**src/sv/cfb_pkg.sv**
```systemverilog
// ----------------------------------------------------------------------------
// cfb_pkg: shared definitions for the Caesar frequency breaker
// Opcodes, the classified transaction record and the ASCII letter constants.
// ----------------------------------------------------------------------------
package cfb_pkg;

   localparam int DEFAULT_COUNT_WIDTH = 32;
   localparam int QUEUE_DEPTH         = 2;

   localparam int          LETTERS      = 26;
   localparam logic [4:0]  LETTER_COUNT = 5'd26;
   localparam logic [4:0]  LETTER_E_IDX = 5'd4;
   localparam logic [7:0]  UPPER_A      = 8'd65;
   localparam logic [7:0]  UPPER_Z      = 8'd90;
   localparam logic [7:0]  LOWER_A      = 8'd97;
   localparam logic [7:0]  LOWER_Z      = 8'd122;

   typedef enum logic [1:0] {
      OP_COUNT   = 2'd0,
      OP_DECRYPT = 2'd1,
      OP_CLEAR   = 2'd2
   } cfb_opcode_type;

   typedef struct packed {
      cfb_opcode_type op;
      logic           is_letter;
      logic           is_upper;
      logic [4:0]     letter;
      logic [7:0]     raw;
   } cfb_item_type;

endpackage

```
**src/sv/cfb_front.sv**
```systemverilog
// ----------------------------------------------------------------------------
// cfb_front: request intake and classification
// Accepts a transaction, drops the unused opcode and tags letters by case and
// alphabet position before handing the record to the queue.
// ----------------------------------------------------------------------------
module cfb_front (
   input  logic                  start,
   input  logic [1:0]            req_opcode,
   input  logic [7:0]            req_in_byte,
   input  logic                  queue_full,
   output logic                  busy,
   output logic                  push_valid,
   output cfb_pkg::cfb_item_type push_item
);

   logic accept;
   logic is_upper;
   logic is_lower;

   assign busy     = queue_full;
   assign accept   = start & ~queue_full;
   assign is_upper = (req_in_byte >= cfb_pkg::UPPER_A) && (req_in_byte <= cfb_pkg::UPPER_Z);
   assign is_lower = (req_in_byte >= cfb_pkg::LOWER_A) && (req_in_byte <= cfb_pkg::LOWER_Z);

   always_comb begin
      push_item.op        = cfb_pkg::cfb_opcode_type'(req_opcode);
      push_item.is_letter = is_upper | is_lower;
      push_item.is_upper  = is_upper;
      push_item.raw       = req_in_byte;
      if (is_upper) begin
         push_item.letter = 5'(req_in_byte - cfb_pkg::UPPER_A);
      end else if (is_lower) begin
         push_item.letter = 5'(req_in_byte - cfb_pkg::LOWER_A);
      end else begin
         push_item.letter = 5'd0;
      end
      unique case (req_opcode)
         cfb_pkg::OP_COUNT,
         cfb_pkg::OP_DECRYPT,
         cfb_pkg::OP_CLEAR: push_valid = accept;
         default:           push_valid = 1'b0;
      endcase
   end

endmodule

```
**src/sv/cfb_queue.sv**
```systemverilog
// ----------------------------------------------------------------------------
// cfb_queue: short queue between front and back
// Holds classified transactions in order; the head is presented whenever the
// queue is not empty and is consumed in that same cycle.
// ----------------------------------------------------------------------------
module cfb_queue (
   input  logic                  clock,
   input  logic                  reset,
   input  logic                  push_valid,
   input  cfb_pkg::cfb_item_type push_item,
   output logic                  full,
   output logic                  head_valid,
   output cfb_pkg::cfb_item_type head_item
);

   localparam int DEPTH = cfb_pkg::QUEUE_DEPTH;
   localparam int PTR_W = (DEPTH > 1) ? $clog2(DEPTH) : 1;
   localparam int CNT_W = $clog2(DEPTH + 1);

   cfb_pkg::cfb_item_type entries_ff [DEPTH];
   logic [PTR_W-1:0] wr_ptr_ff, wr_ptr_in;
   logic [PTR_W-1:0] rd_ptr_ff, rd_ptr_in;
   logic [CNT_W-1:0] fill_ff, fill_in;
   logic             pop;

   assign pop        = (fill_ff != '0);
   assign full       = (fill_ff == CNT_W'(DEPTH));
   assign head_valid = pop;
   assign head_item  = entries_ff[rd_ptr_ff];

   always_comb begin
      wr_ptr_in = wr_ptr_ff;
      rd_ptr_in = rd_ptr_ff;
      fill_in   = fill_ff;
      if (push_valid) begin
         wr_ptr_in = (wr_ptr_ff == PTR_W'(DEPTH - 1)) ? '0 : wr_ptr_ff + 1'b1;
      end
      if (pop) begin
         rd_ptr_in = (rd_ptr_ff == PTR_W'(DEPTH - 1)) ? '0 : rd_ptr_ff + 1'b1;
      end
      if (push_valid && !pop) begin
         fill_in = fill_ff + 1'b1;
      end else if (!push_valid && pop) begin
         fill_in = fill_ff - 1'b1;
      end
   end

   always_ff @(posedge clock) begin
      if (reset) begin
         wr_ptr_ff <= '0;
         rd_ptr_ff <= '0;
         fill_ff   <= '0;
      end else begin
         wr_ptr_ff <= wr_ptr_in;
         rd_ptr_ff <= rd_ptr_in;
         fill_ff   <= fill_in;
      end
   end

   always_ff @(posedge clock) begin
      if (push_valid) begin
         entries_ff[wr_ptr_ff] <= push_item;
      end
   end

endmodule

```
**src/sv/cfb_back.sv**
```systemverilog
// ----------------------------------------------------------------------------
// cfb_back: histogram, running argmax and decryption
// Executes one queued transaction per cycle: saturating letter count with a
// running maximum, histogram clear, or a case-preserving shift back by the key.
// ----------------------------------------------------------------------------
module cfb_back #(
   parameter int COUNT_WIDTH = cfb_pkg::DEFAULT_COUNT_WIDTH
) (
   input  logic                  clock,
   input  logic                  reset,
   input  logic                  item_valid,
   input  cfb_pkg::cfb_item_type item,
   output logic                  rsp_strobe,
   output logic [7:0]            rsp_out_byte,
   output logic [4:0]            rsp_key_shift
);

   logic [COUNT_WIDTH-1:0] counts_ff [cfb_pkg::LETTERS];
   logic [COUNT_WIDTH-1:0] best_count_ff, best_count_in;
   logic [4:0]             best_letter_ff, best_letter_in;
   logic                   rsp_strobe_ff, rsp_strobe_in;
   logic [7:0]             rsp_out_byte_ff, rsp_out_byte_in;
   logic [4:0]             rsp_key_shift_ff;

   logic [COUNT_WIDTH-1:0] cur_count;
   logic [COUNT_WIDTH-1:0] new_count;
   logic                   do_count;
   logic                   do_clear;
   logic                   take_best;
   logic [4:0]             key;
   logic [5:0]             wrapped;
   logic [4:0]             plain_pos;
   logic [7:0]             base;

   assign cur_count = counts_ff[item.letter];
   assign new_count = (&cur_count) ? cur_count : cur_count + 1'b1;
   assign take_best = (new_count > best_count_ff) ||
                      ((new_count == best_count_ff) && (item.letter <= best_letter_ff));

   assign key = (best_letter_ff >= cfb_pkg::LETTER_E_IDX) ?
                best_letter_ff - cfb_pkg::LETTER_E_IDX :
                best_letter_ff + cfb_pkg::LETTER_COUNT - cfb_pkg::LETTER_E_IDX;

   assign wrapped   = {1'b0, item.letter} + {1'b0, cfb_pkg::LETTER_COUNT} - {1'b0, key};
   assign plain_pos = (item.letter >= key) ? item.letter - key : wrapped[4:0];
   assign base      = item.is_upper ? cfb_pkg::UPPER_A : cfb_pkg::LOWER_A;

   always_comb begin
      do_count        = 1'b0;
      do_clear        = 1'b0;
      rsp_strobe_in   = 1'b0;
      rsp_out_byte_in = item.raw;
      best_count_in   = best_count_ff;
      best_letter_in  = best_letter_ff;
      if (item_valid) begin
         unique case (item.op)
            cfb_pkg::OP_COUNT: begin
               do_count = item.is_letter;
               if (item.is_letter && take_best) begin
                  best_count_in  = new_count;
                  best_letter_in = item.letter;
               end
            end
            cfb_pkg::OP_DECRYPT: begin
               rsp_strobe_in = 1'b1;
               if (item.is_letter) begin
                  rsp_out_byte_in = base + {3'b000, plain_pos};
               end
            end
            cfb_pkg::OP_CLEAR: begin
               do_clear       = 1'b1;
               best_count_in  = '0;
               best_letter_in = '0;
            end
            default: begin
               do_count = 1'b0;
            end
         endcase
      end
   end

   always_ff @(posedge clock) begin
      if (reset || do_clear) begin
         for (int i = 0; i < cfb_pkg::LETTERS; i++) begin
            counts_ff[i] <= '0;
         end
      end else if (do_count) begin
         counts_ff[item.letter] <= new_count;
      end
   end

   always_ff @(posedge clock) begin
      if (reset) begin
         best_count_ff  <= '0;
         best_letter_ff <= '0;
         rsp_strobe_ff  <= 1'b0;
      end else begin
         best_count_ff  <= best_count_in;
         best_letter_ff <= best_letter_in;
         rsp_strobe_ff  <= rsp_strobe_in;
      end
   end

   always_ff @(posedge clock) begin
      rsp_out_byte_ff  <= rsp_out_byte_in;
      rsp_key_shift_ff <= key;
   end

   assign rsp_strobe    = rsp_strobe_ff;
   assign rsp_out_byte  = rsp_out_byte_ff;
   assign rsp_key_shift = rsp_key_shift_ff;

endmodule

```
**src/sv/caesar_frequency_breaker_unit.sv**
```systemverilog
// ----------------------------------------------------------------------------
// caesar_frequency_breaker_unit: Caesar cipher breaker by letter frequency
// The block takes one transaction per clock cycle; busy stays low in normal
// use because the executing stage drains its two-entry queue every cycle. A
// decrypt transaction is written into the queue register, and its result then
// passes through the result register before it shows with rsp_strobe high.
// Count, clear and unused-opcode transactions give no result. The receiver
// cannot stall the block, and results appear in the order of the decrypt
// transactions.
// ----------------------------------------------------------------------------
module caesar_frequency_breaker_unit #(
   parameter int COUNT_WIDTH = cfb_pkg::DEFAULT_COUNT_WIDTH
) (
   input  logic       clock,
   input  logic       reset,
   input  logic       start,
   output logic       busy,
   input  logic [1:0] req_opcode,
   input  logic [7:0] req_in_byte,
   output logic       rsp_strobe,
   output logic [7:0] rsp_out_byte,
   output logic [4:0] rsp_key_shift
);

   cfb_pkg::cfb_item_type push_item;
   cfb_pkg::cfb_item_type head_item;
   logic                  push_valid;
   logic                  head_valid;
   logic                  queue_full;

   cfb_front u_front (
      .start       (start),
      .req_opcode  (req_opcode),
      .req_in_byte (req_in_byte),
      .queue_full  (queue_full),
      .busy        (busy),
      .push_valid  (push_valid),
      .push_item   (push_item)
   );

   cfb_queue u_queue (
      .clock      (clock),
      .reset      (reset),
      .push_valid (push_valid),
      .push_item  (push_item),
      .full       (queue_full),
      .head_valid (head_valid),
      .head_item  (head_item)
   );

   cfb_back #(
      .COUNT_WIDTH (COUNT_WIDTH)
   ) u_back (
      .clock         (clock),
      .reset         (reset),
      .item_valid    (head_valid),
      .item          (head_item),
      .rsp_strobe    (rsp_strobe),
      .rsp_out_byte  (rsp_out_byte),
      .rsp_key_shift (rsp_key_shift)
   );

endmodule
```
**config.mk**
```make
export PLATFORM = sky130hd
export DESIGN_NAME = caesar_frequency_breaker_unit
export DESIGN_NICKNAME = d
export VERILOG_FILES = /design/src/sv/cfb_pkg.sv /design/src/sv/cfb_front.sv /design/src/sv/cfb_queue.sv /design/src/sv/cfb_back.sv /design/src/sv/caesar_frequency_breaker_unit.sv
export SDC_FILE = /design/constraint.sdc
export NUM_CORES = 2
export LEC_CHECK = 0
export ABC_AREA = 1
export BUFFER_PORTS_ARGS = -buffer_cell sky130_fd_sc_hd__clkbuf_2
export CORE_MARGIN = 2
export CORE_UTILIZATION = 55
export DETAILED_ROUTE_END_ITERATION = 6
export PLACE_DENSITY = 0.83
export SYNTH_ARGS = -nofsm -noshare
export SYNTH_HDL_FRONTEND = slang
export SYNTH_HIERARCHICAL = 1
export SYNTH_SLANG_ARGS = --single-unit
```
**constraint.sdc**
```tcl
create_clock -name clock -period 9.7 [get_ports clock]
set_input_delay 1.455 -clock clock [delete_from_list [all_inputs] [get_ports clock]]
set_output_delay 1.455 -clock clock [all_outputs]
set_load 0.03 [all_outputs]
```
---- Word level (Yosys, flattened, before mapping) ----
Memory sizes are Yosys's and may differ from the RTL's. A register that Yosys moved wholly into a read port is not among the register bits.
Cells that the tools add are included.
operators by class
  add/sub/neg operators ................... 14
  multipliers ............................. 0
  div/mod/pow operators ................... 0
  $lt $le $gt $ge ......................... 8
  eq/ne operators ......................... 7
  shifts and indexed selects .............. 0
  muxes and demuxes ....................... 35
  bitwise gates (word level) .............. 4
  reductions and logical operators ........ 20
operators with widths
  cell                                                                count
  2-to-1 mux 32 bit                                                   3
  case mux 32 bit (2 select lines)                                    1
  adder 32 x 1 -> 32 bit (second input constant)                      1
  == test 32 bit                                                      1
  > comparator 32 bit                                                 1
  AND reduction 32 bit                                                1
  OR reduction 32 bit                                                 1
  2-to-1 mux 5 bit                                                    6
  2-to-1 mux 8 bit                                                    3
  2-to-1 mux 1 bit                                                    18
  greater-or-equal comparator 8 x 7 -> 1 bit (second input constant)  2
  less-or-equal comparator 8 x 7 -> 1 bit (second input constant)     2
  adder 5 bit (second input constant)                                 2
  case mux 5 bit (2 select lines)                                     1
  subtractor 5 x 1 -> 5 bit (second input constant)                   2
  subtractor 5 x 3 -> 5 bit (second input constant)                   2
  subtractor 5 bit                                                    2
  adder 8 x 5 -> 8 bit                                                1
  == test 2 bit (second input constant)                               3
  logical AND 1 bit                                                   6
  2-to-1 mux 6 bit                                                    1
  nonzero test 2 bit                                                  3
  greater-or-equal comparator 5 x 3 -> 1 bit (second input constant)  1
  greater-or-equal comparator 5 bit                                   1
  other kinds (16)                                                    23
word-level totals
  register bits after elaboration ......... 55
  latch bits .............................. 0
  RAM bits ................................ 866
  ROM bits ................................ 0
  input bits .............................. 13
  logic and storage cells ................. 98
  memories ................................ 2
memory list
  memory              depth  bits a word  read ports  clocked after Yosys merged registers in  wr ports  RTL line         RTL
  u_back.counts_ff    26     32           1           0                                        26        cfb_back.sv:18   logic [COUNT_WIDTH-1:0] counts_ff [cfb_pkg::LETTERS];
  u_queue.entries_ff  2      17           1           1                                        1         cfb_queue.sv:20  cfb_pkg::cfb_item_type entries_ff [DEPTH];

---- Logic depth before layout (Yosys ltp) ----
  depth in word-level cells ............... 9
  depth in mapped cells ................... 44
  gate-level depth less buffers ........... 37

---- Hierarchy ----
The synthesis kept the hierarchy.
modules (own cells, without submodules)
  module     times used  cells each  area an instance (µm²)  seq. area each (µm²)
  cfb_back   1           5728        51297.9                 31770.5
  cfb_queue  1           86          1506.4                  1121.1
  cfb_front  1           73          402.9                   0.0

---- Worst setup path after synthesis ----
No wires, ideal clock.
  kind .................................... register -> register
  start point ............................. register (tool-made name)
  end point ............................... register u_back.best_count_ff[3]
  setup time .............................. 0.070 ns
  arrival ................................. 5.049 ns
  slack ................................... 4.581 ns
  stages on the path, launching flop included .. 40
  buffers on the path ..................... 8
  clock period less this slack ............ 5.119 ns
  path through ............................ dfxtp_1 > buf_6 > buf_12 > mux2_4 > buf_6 > buf_8 > nand2_1 > inv_2 > buf_4 > buf_4 > nand2_1 > nand3_1 > nand2_1 > nand4_1 > nor2_1 > inv_1 > ha_1 > inv_1 > [4 not listed] > nand3_1 > nand2_1 > buf_2 > inv_1 > ha_1 > nand2_1 > inv_1 > nand3_1 > nor3_1 > nand2_1 > nor2_1 > a21boi_0 > nand2_1 > nand2_1 > nand2_1 > clkbuf_1 > nand2_1 > a21oi_1
RTL lines
  element               RTL line        RTL
  to (signal assigned)  cfb_back.sv:98  best_count_ff <= best_count_in;
  to (decl)             cfb_back.sv:19  logic [COUNT_WIDTH-1:0] best_count_ff, best_count_in;

==> reports/results.txt <==
status - complete, but fails checks
failing checks - design-rule violations
CP dominant cell by count - nand2_1
WP data required - 10.31 ns
Synth Flop Type - edfxtp_1
final core utilization - 59.4%
Leak - 24.1 nW
Synth cell types - 45
CTS tree - done
Final period util - 78.4%
Clock Tree Buf Depth - 3
Vias - 41500
Root Buffer - clkbuf_16
post-synth top area cell - edfxtp_1
Die W - 315 um
total number of yosys warnings - 6
most frequent cell after synthesis - nand2_1
CTS H-tree lvls - 3
Post-synth top cells - nand2_1 (2876), edfxtp_1 (1058), nor2_1 (963), inv_1 (132), buf_2 (126)
CP endpoint kind - register
DRT iter0 DRCs - 6132
grt peak-use layer - met2
Fin Hold WS - 0.368 ns
slew margin rel. - 23.4%
Avg Cell Area, Syn - 9.04 um2
crit path max-delay cell type - inv_8
CTS buffer count - 108
worst skew pair latency - 0.73 ns
Final Max Slew Viols - 0
met1 GRT Util - 41.6%
Ports - 28
WL/cell - 22.9 um
RSZ-0062 raised after global routing - no
Starting Density - 55.3%
Post-synth EDFFs - 1058
maximum vdd drop - 0.000411 V
DIE AREA - 99200 um2
power density over the cells - 316 nW/um2
Post-Route WL - 163000 um
synth-to-layout area growth - 7.51%
post-CTS setup buffer count - 0
clk slew on worst S/H paths - 0.07 ns
Vias/cell - 5.82
final setup vio count - 0
post-cts sizing count - 0
clock sinks - 1114
syn nets - 5961
Post-Syn Instances - 5887
initial antenna violation count - 6
DRC - 6
first-pass detailed-route iteration total - 7
Min-Delay Path Class - register to register
met2 Use GR - 49.9%
global-route wire length before repair - 242000 um
register bit total from synthesis - 1114
slew of the pin with the lowest slew margin - 1.14 ns
Std-Cell Rows - 114
min Tclk post-route - 7.61 ns
Final nets - 5835
sequential-to-total area share from yosys stat - 61.8%
share of cells above drive strength 1 - 7.36%
IO buf count - 27
largest net degree at the start of global routing - 144
startpoint types - register
Routed Antenna Nets - 0
worst clock skew - 0.0770 ns
Final Hold Viols - 0
max_cap viols - 0
GPL Wtd Cong - 1.01
GR Util All Layers - 32.9%
hpwl dp - 98800 um
Fmax - 0.131 GHz
WS Path Type - register to register
slowest cell delay on critical path - 0.67 ns
ys async rst share - 0%
Synth top area share - 59.7%
die height - 315 um
vias in the first global route - 39400
cell area after synthesis - 53200 um2
crit path max fanout - 116
largest cells by area after synthesis - edfxtp_1 (60%), nand2_1 (20%), nor2_1 (6.8%), dfxtp_1 (2.1%), ha_1 (1.3%)
hold_buf cts - 0
GRT met3 Usage - 8.01%
final setup TNS - 0 ns
Arrival @ worst endpoint - 8.21 ns
GRT Residual Overflow - 0
Core Area - 96300 um2
[flip-flops by register name, indices dropped and copies added, names as in the netlist, named ones only]
register / cells
u_queue/fill_ff: 2
u_back/rsp_key_shift: 5
u_back/counts_ff: 1024
u_back/best_letter_ff: 5
u_queue/rd_ptr_ff: 1
u_back/rsp_out_byte: 8
u_queue/entries_ff: 34
u_queue/wr_ptr_ff: 1
u_back/best_count_ff: 32
u_back/rsp_strobe: 1
[report_power, final]
group          internal [mW]  switching, mW  total (mW)
Clock                   2.40           1.86        4.26
Combinational           1.51           5.91        7.42
Sequential              6.20          0.176        6.37
Total                   10.1           7.95        18.1
[area by class of cell]
type                       instances  area, um2
sequential                      1114      32900
inverter                         167        647
antenna                            1       2.50
timing repair buffer             128        956
tap                             1276       1600
clock inverter                    64        693
fill                            7600      39100
clock buffer                     139       2880
multi-input combinational       4242      17500
[kinds of logic (layout without fill, tap and decap cells)]
logic type	Yosys count	count (layout)	synth area share [%]
mux	17	17	0.430
fa+ha+maj	61	61	1.49
other cells	0	1	0
compound gates	103	103	1.01
xor+xnor	22	22	0.362
simple gates	4039	4039	29.5
buf+inv	531	498	5.39
flops	1114	1114	61.8
[critical path, delay by kind of cell (launching register included)]
family / cells / cell delay, ns
and+or+nand+nor: 23 / 3.40
adders and majority gates: 1 / 0.22
buffers and inverters: 5 / 2.38
AOI/OAI and AO/OA: 2 / 0.31
muxes: 1 / 0.61
DFF: 1 / 0.30
[placed cells by master, fill, tap and decap left out, drive strengths merged, types with 4 or more instances in the layout]
| master | instances |
|---|---|
| edfxtp | 1058 |
| o21ai | 26 |
| a21oi | 67 |
| inv | 167 |
| clkbuf | 166 |
| buf | 101 |
| clkinvlp | 5 |
| mux2 | 17 |
| fa | 4 |
| nor3 | 15 |
| xor2 | 10 |
| dfxtp | 56 |
| xnor2 | 12 |
| bufinv | 11 |
| nor2 | 998 |
| clkinv | 48 |
| nand3 | 85 |
| nand4 | 23 |
| ha | 57 |
| nand2 | 2911 |
[final timing paths]
kind	startpoint	end	slack, ns	depth (start not counted)
max reg2reg	register	u_back/best_count_ff[8]$_SDFFE_PP0P_	2.09	32
min reg2reg	u_back/best_letter_ff[0]$_SDFFE_PP0P_	u_back/rsp_key_shift[0]$_DFF_P_	0.37	0
min	u_back/best_letter_ff[0]$_SDFFE_PP0P_	u_back/rsp_key_shift[0]$_DFF_P_	0.37	0
max	register	u_back/best_count_ff[8]$_SDFFE_PP0P_	2.09	32
[through the flow]
step	setup slack (ns)	std cells	cell area [um2]	power, mW
after global routing	1.67	7130	57200	18.7
after detailed placement	2.41	6927	53600	13.5
after floorplan	4.58	5887	53200	11.3
after global placement	2.51	6927	53600	13.4
final	2.09	7131	57200	18.1
after CTS	2.35	7130	57200	17.8
[routing by layer]
metal	routed length, um	vias to the layer above
met5	30	-
met4	13200	6
met3	23200	569
met2	71700	3111
met1	55400	19400
li1	-	18400
Note: power is estimated with default switching activity, not from simulation.
